### config.mk
export PLATFORM = sky130hd
export DESIGN_NAME = mandelbrot_escape_time_pixel
export DESIGN_NICKNAME = d
export VERILOG_FILES = /design/src/rtl/mbet_pkg.sv /design/src/rtl/mbet_mul.sv /design/src/rtl/mbet_div.sv /design/src/rtl/mandelbrot_escape_time_pixel.sv
export SDC_FILE = /design/constraint.sdc
export NUM_CORES = 2
export LEC_CHECK = 0
export BUFFER_PORTS_ARGS = -buffer_cell sky130_fd_sc_hd__buf_2
export CAP_MARGIN = 30
export CORE_MARGIN = 5
export CORE_UTILIZATION = 50
export DETAILED_ROUTE_END_ITERATION = 8
export PLACE_DENSITY = 0.66
export SYNTH_ARGS = -nofsm -noshare
export SYNTH_HDL_FRONTEND = slang
export SYNTH_SLANG_ARGS = --single-unit
### constraint.sdc
create_clock -name clk_i -period 12.7 [get_ports clk_i]
set_input_delay 2.54 -clock clk_i [delete_from_list [all_inputs] [get_ports clk_i]]
set_output_delay 2.54 -clock clk_i [all_outputs]
set_load 0.01 [all_outputs]
### src/rtl/mbet_pkg.sv
// Package for the Mandelbrot escape-time pixel block: widths, reset values,
// register indexes, request and response types and the saturation helper.
// Depends on nothing; every module of the block imports it.
package mbet_pkg;

  // Fixed-point format of c and z.
  localparam int FRAC_BITS = 24;
  localparam int ZW        = FRAC_BITS + 17;    // signed width of c and z
  localparam int MAG_W     = ZW - 1;            // magnitude of a clamped value
  localparam int HALF_W    = MAG_W / 2;         // operand half fed to the multiplier
  localparam int MUL_W     = (HALF_W > 25) ? HALF_W : 25;
  localparam int PROD_W    = 2 * MUL_W;
  localparam int ACC_W     = 2 * MAG_W;         // full product of two magnitudes
  localparam int EW        = ZW + 2;            // room for rr - ii + cre
  localparam int SUM_W     = ZW + 1;            // re + im

  localparam logic [MAG_W-1:0] ZMAX = {MAG_W{1'b1}};

  // Field and register widths.
  localparam int IDX_W   = 10;
  localparam int CNT_W   = 10;
  localparam int GRAY_W  = 8;
  localparam int RS_W    = 28;
  localparam int STEP_W  = 25;
  localparam int LIM_W   = 7;
  localparam int CFG_IW  = 3;
  localparam int CFG_DW  = 28;
  localparam int NUM_W   = CNT_W + GRAY_W;      // count * 255

  localparam logic [GRAY_W-1:0] GRAY_MAX = {GRAY_W{1'b1}};

  // Register indexes.
  localparam logic [CFG_IW-1:0] CFG_REAL_START = 3'd0;
  localparam logic [CFG_IW-1:0] CFG_IMAG_START = 3'd1;
  localparam logic [CFG_IW-1:0] CFG_REAL_STEP  = 3'd2;
  localparam logic [CFG_IW-1:0] CFG_IMAG_STEP  = 3'd3;
  localparam logic [CFG_IW-1:0] CFG_MAX_ITER   = 3'd4;
  localparam logic [CFG_IW-1:0] CFG_ESC_LIMIT  = 3'd5;

  // Register reset values.
  localparam logic signed [RS_W-1:0] RST_START    = -28'sd33554432;
  localparam logic [STEP_W-1:0]      RST_STEP     = 25'd83886;
  localparam logic [CNT_W-1:0]       RST_MAX_ITER = 10'd100;
  localparam logic [LIM_W-1:0]       RST_ESC      = 7'd16;

  // Product groups and partial-product positions of one iteration.
  localparam logic [1:0] GRP_RR  = 2'd0;
  localparam logic [1:0] GRP_II  = 2'd1;
  localparam logic [1:0] GRP_RI  = 2'd2;
  localparam logic [1:0] PART_LL = 2'd0;
  localparam logic [1:0] PART_LH = 2'd1;
  localparam logic [1:0] PART_HL = 2'd2;
  localparam logic [1:0] PART_HH = 2'd3;

  typedef struct packed {
    logic [IDX_W-1:0] column_index;
    logic [IDX_W-1:0] row_index;
  } mbet_req_t;

  typedef struct packed {
    logic [CNT_W-1:0]  iteration_count;
    logic              escaped;
    logic [GRAY_W-1:0] gray_level;
  } mbet_rsp_t;

  // Tag that travels with a partial product through the multiplier register.
  typedef struct packed {
    logic       vld;
    logic [1:0] grp;
    logic [1:0] part;
  } mbet_tag_t;

  // Start request for the gray-level divider.
  typedef struct packed {
    logic             start;
    logic [NUM_W-1:0] num;
    logic [CNT_W-1:0] den;
  } mbet_div_req_t;

  // Clamp a wide signed value to the range +-ZMAX.
  function automatic logic signed [ZW-1:0] clampz(input logic signed [EW-1:0] v);
    logic signed [EW-1:0] hi;
    logic signed [EW-1:0] lo;
    hi = $signed({{(EW-MAG_W){1'b0}}, ZMAX});
    lo = -hi;
    if (v > hi) begin
      clampz = hi[ZW-1:0];
    end else if (v < lo) begin
      clampz = lo[ZW-1:0];
    end else begin
      clampz = v[ZW-1:0];
    end
  endfunction

endpackage

### src/rtl/mbet_mul.sv
// Shared unsigned multiplier with a registered product.
// Depends on mbet_pkg for the operand and product widths.
module mbet_mul (
  input  logic                       clk_i,
  input  logic [mbet_pkg::MUL_W-1:0]  a_i,
  input  logic [mbet_pkg::MUL_W-1:0]  b_i,
  output logic [mbet_pkg::PROD_W-1:0] p_o
);
  import mbet_pkg::*;

  logic [PROD_W-1:0] p_q;

  // One product per cycle, registered before use.
  always_ff @(posedge clk_i) begin
    p_q <= PROD_W'(a_i) * PROD_W'(b_i);
  end

  assign p_o = p_q;

endmodule

### src/rtl/mbet_div.sv
// Restoring divider for the gray level, one quotient bit per cycle.
// Depends on mbet_pkg for widths and the start request type.
module mbet_div (
  input  logic                          clk_i,
  input  logic                          rst_ni,
  input  mbet_pkg::mbet_div_req_t       req_i,
  output logic                          done_o,
  output logic [mbet_pkg::NUM_W-1:0]    quot_o
);
  import mbet_pkg::*;

  localparam int DC_W = $clog2(NUM_W + 1);

  logic [CNT_W-1:0] rem_q, rem_d;
  logic [NUM_W-1:0] quo_q, quo_d;
  logic [CNT_W-1:0] den_q, den_d;
  logic [DC_W-1:0]  cnt_q, cnt_d;
  logic             busy_q, busy_d;
  logic             done_q, done_d;
  logic [CNT_W:0]   shifted;
  logic [CNT_W:0]   diff;
  logic             fits;

  // Shift the next numerator bit into the remainder and try the subtraction.
  assign shifted = {rem_q, quo_q[NUM_W-1]};
  assign diff    = shifted - {1'b0, den_q};
  assign fits    = (shifted >= {1'b0, den_q});

  always_comb begin
    rem_d  = rem_q;
    quo_d  = quo_q;
    den_d  = den_q;
    cnt_d  = cnt_q;
    busy_d = busy_q;
    done_d = 1'b0;
    if (req_i.start) begin
      rem_d  = '0;
      quo_d  = req_i.num;
      den_d  = req_i.den;
      cnt_d  = DC_W'(NUM_W);
      busy_d = 1'b1;
    end else if (busy_q) begin
      rem_d = fits ? diff[CNT_W-1:0] : shifted[CNT_W-1:0];
      quo_d = {quo_q[NUM_W-2:0], fits};
      cnt_d = cnt_q - DC_W'(1);
      if (cnt_q == DC_W'(1)) begin
        busy_d = 1'b0;
        done_d = 1'b1;
      end
    end
  end

  // Control state is reset; the data registers are loaded on start.
  always_ff @(posedge clk_i or negedge rst_ni) begin
    if (!rst_ni) begin
      cnt_q  <= '0;
      busy_q <= 1'b0;
      done_q <= 1'b0;
    end else begin
      cnt_q  <= cnt_d;
      busy_q <= busy_d;
      done_q <= done_d;
    end
  end

  always_ff @(posedge clk_i) begin
    rem_q <= rem_d;
    quo_q <= quo_d;
    den_q <= den_d;
  end

  assign done_o = done_q;
  assign quot_o = quo_q;

endmodule

### src/rtl/mandelbrot_escape_time_pixel.sv
// Mandelbrot escape-time pixel: maps a pixel to c and iterates z = z*z + c.
// The divider is skipped when the count is zero or the limit is one; one
// request is worked at a time, so a new one is taken only once the sequencer
// is back in idle after the result is registered. Each iteration issues twelve
// 20x20 partial products through one multiplier. Reset (asynchronous, active
// low) restores the register defaults and idles.
module mandelbrot_escape_time_pixel (
  input  logic                          clk_i,
  input  logic                          rst_ni,
  input  logic                          in_valid_i,
  output logic                          in_ready_o,
  input  mbet_pkg::mbet_req_t           in_req_i,
  output logic                          out_valid_o,
  input  logic                          out_ready_i,
  output mbet_pkg::mbet_rsp_t           out_rsp_o,
  input  logic                          cfg_valid_i,
  output logic                          cfg_ready_o,
  input  logic [mbet_pkg::CFG_IW-1:0]   cfg_index_i,
  input  logic [mbet_pkg::CFG_DW-1:0]   cfg_data_i
);
  import mbet_pkg::*;

  localparam logic [2:0] S_IDLE = 3'd0;
  localparam logic [2:0] S_MAP  = 3'd1;
  localparam logic [2:0] S_ITER = 3'd2;
  localparam logic [2:0] S_UPD  = 3'd3;
  localparam logic [2:0] S_TEST = 3'd4;
  localparam logic [2:0] S_GRAY = 3'd5;
  localparam logic [2:0] S_DIVW = 3'd6;
  localparam logic [2:0] S_FIN  = 3'd7;

  localparam logic [3:0] ISSUE_N = 4'd12;   // partial products per iteration
  localparam logic [3:0] MAP_IM  = 4'd1;
  localparam logic [3:0] MAP_END = 4'd2;

  // Configuration registers.
  logic signed [RS_W-1:0] real_start_q;
  logic signed [RS_W-1:0] imag_start_q;
  logic [STEP_W-1:0]      real_step_q;
  logic [STEP_W-1:0]      imag_step_q;
  logic [CNT_W-1:0]       max_iter_q;
  logic [LIM_W-1:0]       esc_limit_q;

  // Sequencer and datapath registers.
  logic [2:0]             state_q, state_d;
  logic [3:0]             cnt_q, cnt_d;
  mbet_req_t              pix_q, pix_d;
  logic signed [ZW-1:0]   cre_q, cre_d, cim_q, cim_d;
  logic signed [ZW-1:0]   zre_q, zre_d, zim_q, zim_d;
  logic [MAG_W-1:0]       re_mag_q, re_mag_d, im_mag_q, im_mag_d;
  logic                   ri_neg_q, ri_neg_d;
  logic [MAG_W-1:0]       rr_q, rr_d, ii_q, ii_d, ri_q, ri_d;
  logic [ACC_W-1:0]       acc_q, acc_d;
  mbet_tag_t              tag_q, tag_d;
  logic [CNT_W-1:0]       n_q, n_d;
  logic                   esc_q, esc_d;
  logic [GRAY_W-1:0]      gray_q, gray_d;
  mbet_rsp_t              out_q, out_d;
  logic                   out_valid_q, out_valid_d;

  // Shared multiplier and divider connections.
  logic [MUL_W-1:0]       mul_a, mul_b;
  logic [PROD_W-1:0]      mul_p;
  mbet_div_req_t          div_req;
  logic                   div_done;
  logic [NUM_W-1:0]       div_quot;

  mbet_mul u_mul (
    .clk_i (clk_i),
    .a_i   (mul_a),
    .b_i   (mul_b),
    .p_o   (mul_p)
  );

  mbet_div u_div (
    .clk_i  (clk_i),
    .rst_ni (rst_ni),
    .req_i  (div_req),
    .done_o (div_done),
    .quot_o (div_quot)
  );

  // Operand selection: mapping products, then the halves of |re| and |im|.
  logic [1:0]        iss_grp, iss_part;
  logic [MAG_W-1:0]  src_a, src_b;
  logic [HALF_W-1:0] half_a, half_b;

  assign iss_grp  = cnt_q[3:2];
  assign iss_part = cnt_q[1:0];
  assign src_a    = (iss_grp == GRP_II) ? im_mag_q : re_mag_q;
  assign src_b    = (iss_grp == GRP_RR) ? re_mag_q : im_mag_q;
  assign half_a   = iss_part[1] ? src_a[MAG_W-1:HALF_W] : src_a[HALF_W-1:0];
  assign half_b   = iss_part[0] ? src_b[MAG_W-1:HALF_W] : src_b[HALF_W-1:0];

  always_comb begin
    if (state_q == S_MAP) begin
      if (cnt_q == '0) begin
        mul_a = MUL_W'(pix_q.row_index);
        mul_b = MUL_W'(real_step_q);
      end else begin
        mul_a = MUL_W'(pix_q.column_index);
        mul_b = MUL_W'(imag_step_q);
      end
    end else begin
      mul_a = MUL_W'(half_a);
      mul_b = MUL_W'(half_b);
    end
  end

  // Partial-product accumulation; the last part of a product saturates it.
  logic [ACC_W-1:0] pp_ext, pp_shift, acc_base, acc_sum;
  logic [MAG_W-1:0] prod_sat;

  assign pp_ext = ACC_W'(mul_p[2*HALF_W-1:0]);

  always_comb begin
    case (tag_q.part)
      PART_LL: pp_shift = pp_ext;
      PART_HH: pp_shift = pp_ext << (2 * HALF_W);
      default: pp_shift = pp_ext << HALF_W;
    endcase
  end

  assign acc_base = (tag_q.part == PART_LL) ? '0 : acc_q;
  assign acc_sum  = acc_base + pp_shift;
  assign prod_sat = (|acc_sum[ACC_W-1:FRAC_BITS+MAG_W]) ? ZMAX
                                                        : acc_sum[FRAC_BITS +: MAG_W];

  // Mapping sums; the coordinate range keeps them well inside +-ZMAX.
  logic signed [ZW-1:0] map_p, rs_x, is_x;

  assign map_p = $signed(ZW'(mul_p[IDX_W+STEP_W-1:0]));
  assign rs_x  = $signed({{(ZW-RS_W){real_start_q[RS_W-1]}}, real_start_q});
  assign is_x  = $signed({{(ZW-RS_W){imag_start_q[RS_W-1]}}, imag_start_q});

  // New z from the saturated products.
  logic signed [EW-1:0] rr_x, ii_x, ri2_x, cre_x, cim_x, nre_w, nim_w;

  assign rr_x  = $signed({{(EW-MAG_W){1'b0}}, rr_q});
  assign ii_x  = $signed({{(EW-MAG_W){1'b0}}, ii_q});
  assign ri2_x = $signed({{(EW-MAG_W-1){1'b0}}, ri_q, 1'b0});
  assign cre_x = $signed({{(EW-ZW){cre_q[ZW-1]}}, cre_q});
  assign cim_x = $signed({{(EW-ZW){cim_q[ZW-1]}}, cim_q});
  assign nre_w = rr_x - ii_x + cre_x;
  assign nim_w = ri_neg_q ? (cim_x - ri2_x) : (cim_x + ri2_x);

  // Band test on re + im and magnitudes for the next iteration.
  logic signed [SUM_W-1:0] sum_w, band_w, nband_w;
  logic signed [ZW-1:0]    zre_ngt, zim_ngt;
  logic                    leave;
  logic [CNT_W-1:0]        n_inc;

  assign sum_w   = $signed({zre_q[ZW-1], zre_q}) + $signed({zim_q[ZW-1], zim_q});
  assign band_w  = $signed({{(SUM_W-LIM_W-FRAC_BITS){1'b0}}, esc_limit_q,
                            {FRAC_BITS{1'b0}}});
  assign nband_w = -band_w;
  assign leave   = (sum_w > band_w) || (sum_w < nband_w);
  assign zre_ngt = -zre_q;
  assign zim_ngt = -zim_q;
  assign n_inc   = n_q + CNT_W'(1);

  // Divider request: floor(count * 255 / (limit - 1)).
  assign div_req.start = (state_q == S_GRAY) && (n_q != '0) && (max_iter_q != CNT_W'(1));
  assign div_req.num   = {n_q, {GRAY_W{1'b0}}} - NUM_W'(n_q);
  assign div_req.den   = max_iter_q - CNT_W'(1);

  // Sequencer.
  always_comb begin
    state_d     = state_q;
    cnt_d       = cnt_q;
    pix_d       = pix_q;
    cre_d       = cre_q;
    cim_d       = cim_q;
    zre_d       = zre_q;
    zim_d       = zim_q;
    re_mag_d    = re_mag_q;
    im_mag_d    = im_mag_q;
    ri_neg_d    = ri_neg_q;
    rr_d        = rr_q;
    ii_d        = ii_q;
    ri_d        = ri_q;
    acc_d       = acc_q;
    n_d         = n_q;
    esc_d       = esc_q;
    gray_d      = gray_q;
    out_d       = out_q;
    out_valid_d = out_valid_q && !out_ready_i;

    tag_d.vld   = (state_q == S_ITER) && (cnt_q < ISSUE_N);
    tag_d.grp   = iss_grp;
    tag_d.part  = iss_part;

    // Fold the product that left the multiplier this cycle.
    if (tag_q.vld) begin
      acc_d = acc_sum;
      if (tag_q.part == PART_HH) begin
        case (tag_q.grp)
          GRP_RR:  rr_d = prod_sat;
          GRP_II:  ii_d = prod_sat;
          default: ri_d = prod_sat;
        endcase
      end
    end

    case (state_q)
      S_IDLE: begin
        if (in_valid_i) begin
          pix_d   = in_req_i;
          cnt_d   = '0;
          state_d = S_MAP;
        end
      end
      S_MAP: begin
        cnt_d = cnt_q + 4'd1;
        if (cnt_q == MAP_IM) begin
          cre_d = rs_x + map_p;
        end
        if (cnt_q == MAP_END) begin
          cim_d    = is_x + map_p;
          zre_d    = '0;
          zim_d    = '0;
          re_mag_d = '0;
          im_mag_d = '0;
          ri_neg_d = 1'b0;
          n_d      = '0;
          esc_d    = 1'b0;
          cnt_d    = '0;
          state_d  = (max_iter_q == '0) ? S_GRAY : S_ITER;
        end
      end
      S_ITER: begin
        if (cnt_q == ISSUE_N) begin
          cnt_d   = '0;
          state_d = S_UPD;
        end else begin
          cnt_d = cnt_q + 4'd1;
        end
      end
      S_UPD: begin
        zre_d   = clampz(nre_w);
        zim_d   = clampz(nim_w);
        state_d = S_TEST;
      end
      S_TEST: begin
        re_mag_d = zre_q[ZW-1] ? zre_ngt[MAG_W-1:0] : zre_q[MAG_W-1:0];
        im_mag_d = zim_q[ZW-1] ? zim_ngt[MAG_W-1:0] : zim_q[MAG_W-1:0];
        ri_neg_d = zre_q[ZW-1] ^ zim_q[ZW-1];
        if (leave) begin
          esc_d   = 1'b1;
          state_d = S_GRAY;
        end else begin
          n_d     = n_inc;
          state_d = (n_inc == max_iter_q) ? S_GRAY : S_ITER;
        end
      end
      S_GRAY: begin
        if (n_q == '0) begin
          gray_d  = '0;
          state_d = S_FIN;
        end else if (max_iter_q == CNT_W'(1)) begin
          gray_d  = GRAY_MAX;
          state_d = S_FIN;
        end else begin
          state_d = S_DIVW;
        end
      end
      S_DIVW: begin
        if (div_done) begin
          gray_d  = (|div_quot[NUM_W-1:GRAY_W]) ? GRAY_MAX : div_quot[GRAY_W-1:0];
          state_d = S_FIN;
        end
      end
      S_FIN: begin
        if (!out_valid_q || out_ready_i) begin
          out_d.iteration_count = n_q;
          out_d.escaped         = esc_q;
          out_d.gray_level      = gray_q;
          out_valid_d           = 1'b1;
          state_d               = S_IDLE;
        end
      end
      default: begin
        state_d = S_IDLE;
      end
    endcase
  end

  // Control registers and configuration.
  always_ff @(posedge clk_i or negedge rst_ni) begin
    if (!rst_ni) begin
      state_q      <= S_IDLE;
      cnt_q        <= '0;
      tag_q        <= '0;
      out_valid_q  <= 1'b0;
      real_start_q <= RST_START;
      imag_start_q <= RST_START;
      real_step_q  <= RST_STEP;
      imag_step_q  <= RST_STEP;
      max_iter_q   <= RST_MAX_ITER;
      esc_limit_q  <= RST_ESC;
    end else begin
      state_q     <= state_d;
      cnt_q       <= cnt_d;
      tag_q       <= tag_d;
      out_valid_q <= out_valid_d;
      if (cfg_valid_i) begin
        case (cfg_index_i)
          CFG_REAL_START: real_start_q <= $signed(cfg_data_i[RS_W-1:0]);
          CFG_IMAG_START: imag_start_q <= $signed(cfg_data_i[RS_W-1:0]);
          CFG_REAL_STEP:  real_step_q  <= cfg_data_i[STEP_W-1:0];
          CFG_IMAG_STEP:  imag_step_q  <= cfg_data_i[STEP_W-1:0];
          CFG_MAX_ITER:   max_iter_q   <= cfg_data_i[CNT_W-1:0];
          CFG_ESC_LIMIT:  esc_limit_q  <= cfg_data_i[LIM_W-1:0];
          default: begin
          end
        endcase
      end
    end
  end

  // Datapath registers.
  always_ff @(posedge clk_i) begin
    pix_q    <= pix_d;
    cre_q    <= cre_d;
    cim_q    <= cim_d;
    zre_q    <= zre_d;
    zim_q    <= zim_d;
    re_mag_q <= re_mag_d;
    im_mag_q <= im_mag_d;
    ri_neg_q <= ri_neg_d;
    rr_q     <= rr_d;
    ii_q     <= ii_d;
    ri_q     <= ri_d;
    acc_q    <= acc_d;
    n_q      <= n_d;
    esc_q    <= esc_d;
    gray_q   <= gray_d;
    out_q    <= out_d;
  end

  assign in_ready_o  = (state_q == S_IDLE);
  assign cfg_ready_o = 1'b1;
  assign out_valid_o = out_valid_q;
  assign out_rsp_o   = out_q;

  // A partial product only comes back while the iteration sequence runs.
  a_tag_in_iter: assert property (@(posedge clk_i) disable iff (!rst_ni)
    tag_q.vld |-> (state_q == S_ITER))
    else $error("partial product returned outside the iteration phase");

  // The divider only finishes while the sequencer waits for it.
  a_div_in_wait: assert property (@(posedge clk_i) disable iff (!rst_ni)
    div_done |-> (state_q == S_DIVW))
    else $error("divider finished while not awaited");

  // An accepted request always starts the mapping step.
  a_accept_map: assert property (@(posedge clk_i) disable iff (!rst_ni)
    (in_valid_i && in_ready_o) |=> (state_q == S_MAP))
    else $error("accepted request did not start mapping");

  // A new result appears only from the final state.
  a_out_from_fin: assert property (@(posedge clk_i) disable iff (!rst_ni)
    $rose(out_valid_q) |-> $past(state_q == S_FIN))
    else $error("result raised outside the final state");

  // The issue counter never runs past the last partial product.
  a_cnt_range: assert property (@(posedge clk_i) disable iff (!rst_ni)
    (state_q == S_ITER) |-> (cnt_q <= ISSUE_N))
    else $error("issue counter out of range");

endmodule
==> results.yml <==
floorplan:
  ios: 78
  fp.coreArea_sq_um: 128000
  initial_core_util_pct: 50.4
  fp.dieH_um: 369
  rows: 131
  die_w_um: 369
  die_area_sq_um: 136000
grt:
  grt.overflow.total: 0
  grt_pass1_vias: 49400
  grt_pass1_wl_um: 306000
  grt_max_degree: 87
  antenna_found_initial: 11
  track_usage_pct: 29.4
synthesis:
  ys_seq_elements: 716
  synth_edf_count: 523
  dominantRegCellSynth: "edfxtp_1"
  yosysWarnings: 0
  ys_seq_area_share_pct: 31.6
  synthArstFlopShare_pct: 20.0
  syn_inst: 6711
  syn_area_sq_um: 64300
  synth_area_per_cell_sq_um: 9.58
  synth_cell_type_count: 103
setup_path:
  crit_path_end_kind: "register"
  crit_path_max_fanout: 35
  cp_common_cell: "fa_1"
  path_class: "reg -> reg"
  crit_slowest_cell: "dfrtp_1"
  max_stage_delay_ns: 0.66
  rrSetupSlack_ns: 2.12
  r2r_end: "u_mul.p_o[38]"
  arrival_ns: 11.22
  rr_worst_depth: 33
  critPathLaunch: "cnt_q[1]"
  rr_startpoint: "cnt_q[1]"
  critical_path_required_ns: 13.34
  startpoint_type: "register"
drt:
  routed.top_layer: "met4"
  postRouteWirelength_um: 203000
  drc: 0
  first_pass_iters: 5
  wl_met2_um: 91000
  wl_per_cell_um: 24.0
  dr_total_vias: 50900
  routed_via_density: 6.01
  ant_nets: 0
  wl_met1_um: 86700
  wl_met3_um: 14800
  dr.first_iter.drc_count: 4902
sta:
  clock_skew_ns: 0.0335
  tns_ns: 0
  hold_violations: 0
  clock.fmax_mhz: 94.5
  min_period_ns: 10.58
  finalSetupViolations: 0
  post-route-period-util_pct: 83.3
  finalMaxSlewViolations: 0
  rsz0062_at_grt: "false"
  max_slew_margin_pct: 28.0
  worstMarginPinSlew_ns: 1.07
cts:
  postCtsSetupBuffers: 0
  cts.sinks: 716
  cts_resized: 0
  clk_latency_ns: 0.71
  cts_max_level: 3
  numCtsBuffers: 84
  cts_hold_buf: 0
  cts_tree: "done"
  cts_max_path_buffers: 3
  cts-root-buf: "clkbuf_16"
  path_clk_slew_ns: 0.06
hold_path:
  hold_path.class: "reg -> reg"
  whs_endpoint: "out_rsp_o[6]"
  min_from: "gray_q[6]"
  holdPathStages: 0
job:
  cap_violations: 0
placed_design:
  placedCellCount: 8297
  dpl-instance-area_sq_um: 66600
  io_buffers: 76
  place_congestion: 0.967
  dp_hpwl_um: 161000
finish:
  design_area_sq_um: 69700
  drive_above_1_share_pct: 8.38
  fill_cells: 11300
  finalNetCount: 7680
  fin_cells: 8456
  area_delta_synth_final_pct: 8.37
run_status:
  status: "finished, final reports clean"
## worst max path at each step
stage / to / slack, ns / cells after the start
2_1_floorplan: u_mul.p_o[38] / 3.31 / 34
3_3_place_gp: u_mul.p_o[38] / 2.33 / 33
3_5_place_dp: u_mul.p_o[38] / 2.20 / 33
4_1_cts: u_mul.p_o[38] / 2.18 / 33
5_1_grt: u_mul.p_o[38] / 1.59 / 33
6_report: u_mul.p_o[38] / 2.12 / 33
## logic make-up after synthesis
logic type,synth area share [%]
AO/OA/AOI/OAI,14.1
other,0.0117
buffers and inverters,5.36
XOR/XNOR,6.36
AND/OR/NAND/NOR,15.9
flip-flops,31.6
adder cells (fa/ha/maj),22.3
multiplexers,4.27
## worst max-delay path, delay by kind of cell, from the launching register on
family,cells,cell delay (ns)
compound gates,13,3.41
xor+xnor,1,0.13
fa+ha+maj,9,4.28
buf+inv,6,1.14
flops,1,0.66
mux,1,0.51
simple gates,3,0.38
## area by class of cell
cell class,count,area (sq um),area share [%]
multi-input combinational,5124,40800,58.5
sequential,716,20300,29.2
inverter,654,2450,3.52
clock buffer,105,2320,3.34
tap,1662,2080,2.98
timing repair buffer,142,965,1.38
clock inverter,51,748,1.07
antenna,2,5.00,0.00718
## cell usage after synthesis (all sizes together), types with 14 or more instances
| cell | instances | area [sq um] |
|---|---|---|
| nor2b | 140 | 876 |
| a211oi | 37 | 288 |
| buf | 28 | 154 |
| nand4b | 50 | 438 |
| a21oi | 424 | 2140 |
| dfrtp | 113 | 2830 |
| dfstp | 30 | 788 |
| a21o | 188 | 1410 |
| and2 | 86 | 538 |
| nor3b | 15 | 123 |
| edfxtp | 523 | 15700 |
| nand4 | 55 | 344 |
| nor4 | 41 | 287 |
| xor2 | 202 | 1770 |
| mux2i | 48 | 480 |
| o21a | 75 | 563 |
| nand3 | 142 | 711 |
| nand2 | 566 | 2120 |
| dfxtp | 50 | 1000 |
| o211ai | 31 | 233 |
| and3 | 101 | 632 |
| fa | 410 | 8210 |
| or2 | 32 | 200 |
| o31ai | 49 | 382 |
| nor2 | 577 | 2170 |
| nand2b | 74 | 463 |
| a221oi | 16 | 140 |
| nor3 | 107 | 541 |
| or4 | 14 | 109 |
| a22o | 19 | 166 |
| a21boi | 15 | 113 |
| o41ai | 19 | 174 |
| ha | 492 | 6160 |
| o21ai | 312 | 1570 |
| xnor2 | 264 | 2320 |
| or3 | 65 | 407 |
| clkbuf | 223 | 837 |
| mux2 | 125 | 1410 |
| mux4 | 38 | 856 |
| a31oi | 35 | 234 |
| inv | 653 | 2450 |
| o21bai | 52 | 390 |
## per-stage QoR
step           hold slack [ns]  worst slack (ns)  utilization [%]
6_report                 0.418              2.12             54.6
3_3_place_gp             0.404              2.33             52.1
4_1_cts                  0.419              2.18             54.6
2_1_floorplan            0.352              3.31                -
3_5_place_dp             0.405              2.20             52.1
5_1_grt                  0.441              1.59             54.6
## cell usage in the layout, fill, tap and decap left out, drive strengths merged, types with 107 or more instances in the layout
cell | synthesis | final
mux2 | 125 | 125
o21ai | 312 | 312
inv | 653 | 662
a21o | 188 | 188
xnor2 | 264 | 264
xor2 | 202 | 202
fa | 410 | 410
edfxtp | 523 | 523
nand2 | 566 | 566
a21oi | 424 | 424
nor3 | 107 | 107
nand3 | 142 | 142
ha | 492 | 492
nor2 | 577 | 577
dfrtp | 113 | 113
buf | 28 | 142
nor2b | 140 | 140
## layer usage
metal  GRT usage, %  vias to the layer above
met1           40.7                    25100
met2           46.7                     1895
met5              0                        -
met4           12.4                        0
li1               -                    23500
met3           4.20                      396
## state kept, by name, indices dropped and copies added, names as in the netlist, 8 cells and up
signal	flops
cre_q	37
pix_q	20
imag_start_q	28
u_div.rem_q	10
re_mag_q	40
zre_q	41
gray_q	8
real_start_q	28
u_div.quot_o	18
cim_q	37
u_div.den_q	10
rr_q	40
acc_q	80
u_mul.p_o	40
max_iter_q	10
zim_q	41
imag_step_q	25
ri_q	40
real_step_q	25
n_q	10
ii_q	40
out_rsp_o	19
im_mag_q	40
Power is left out: the tool's default activity adds up to more than one toggle a clock period on the data nets, which glitch-free logic cannot reach.
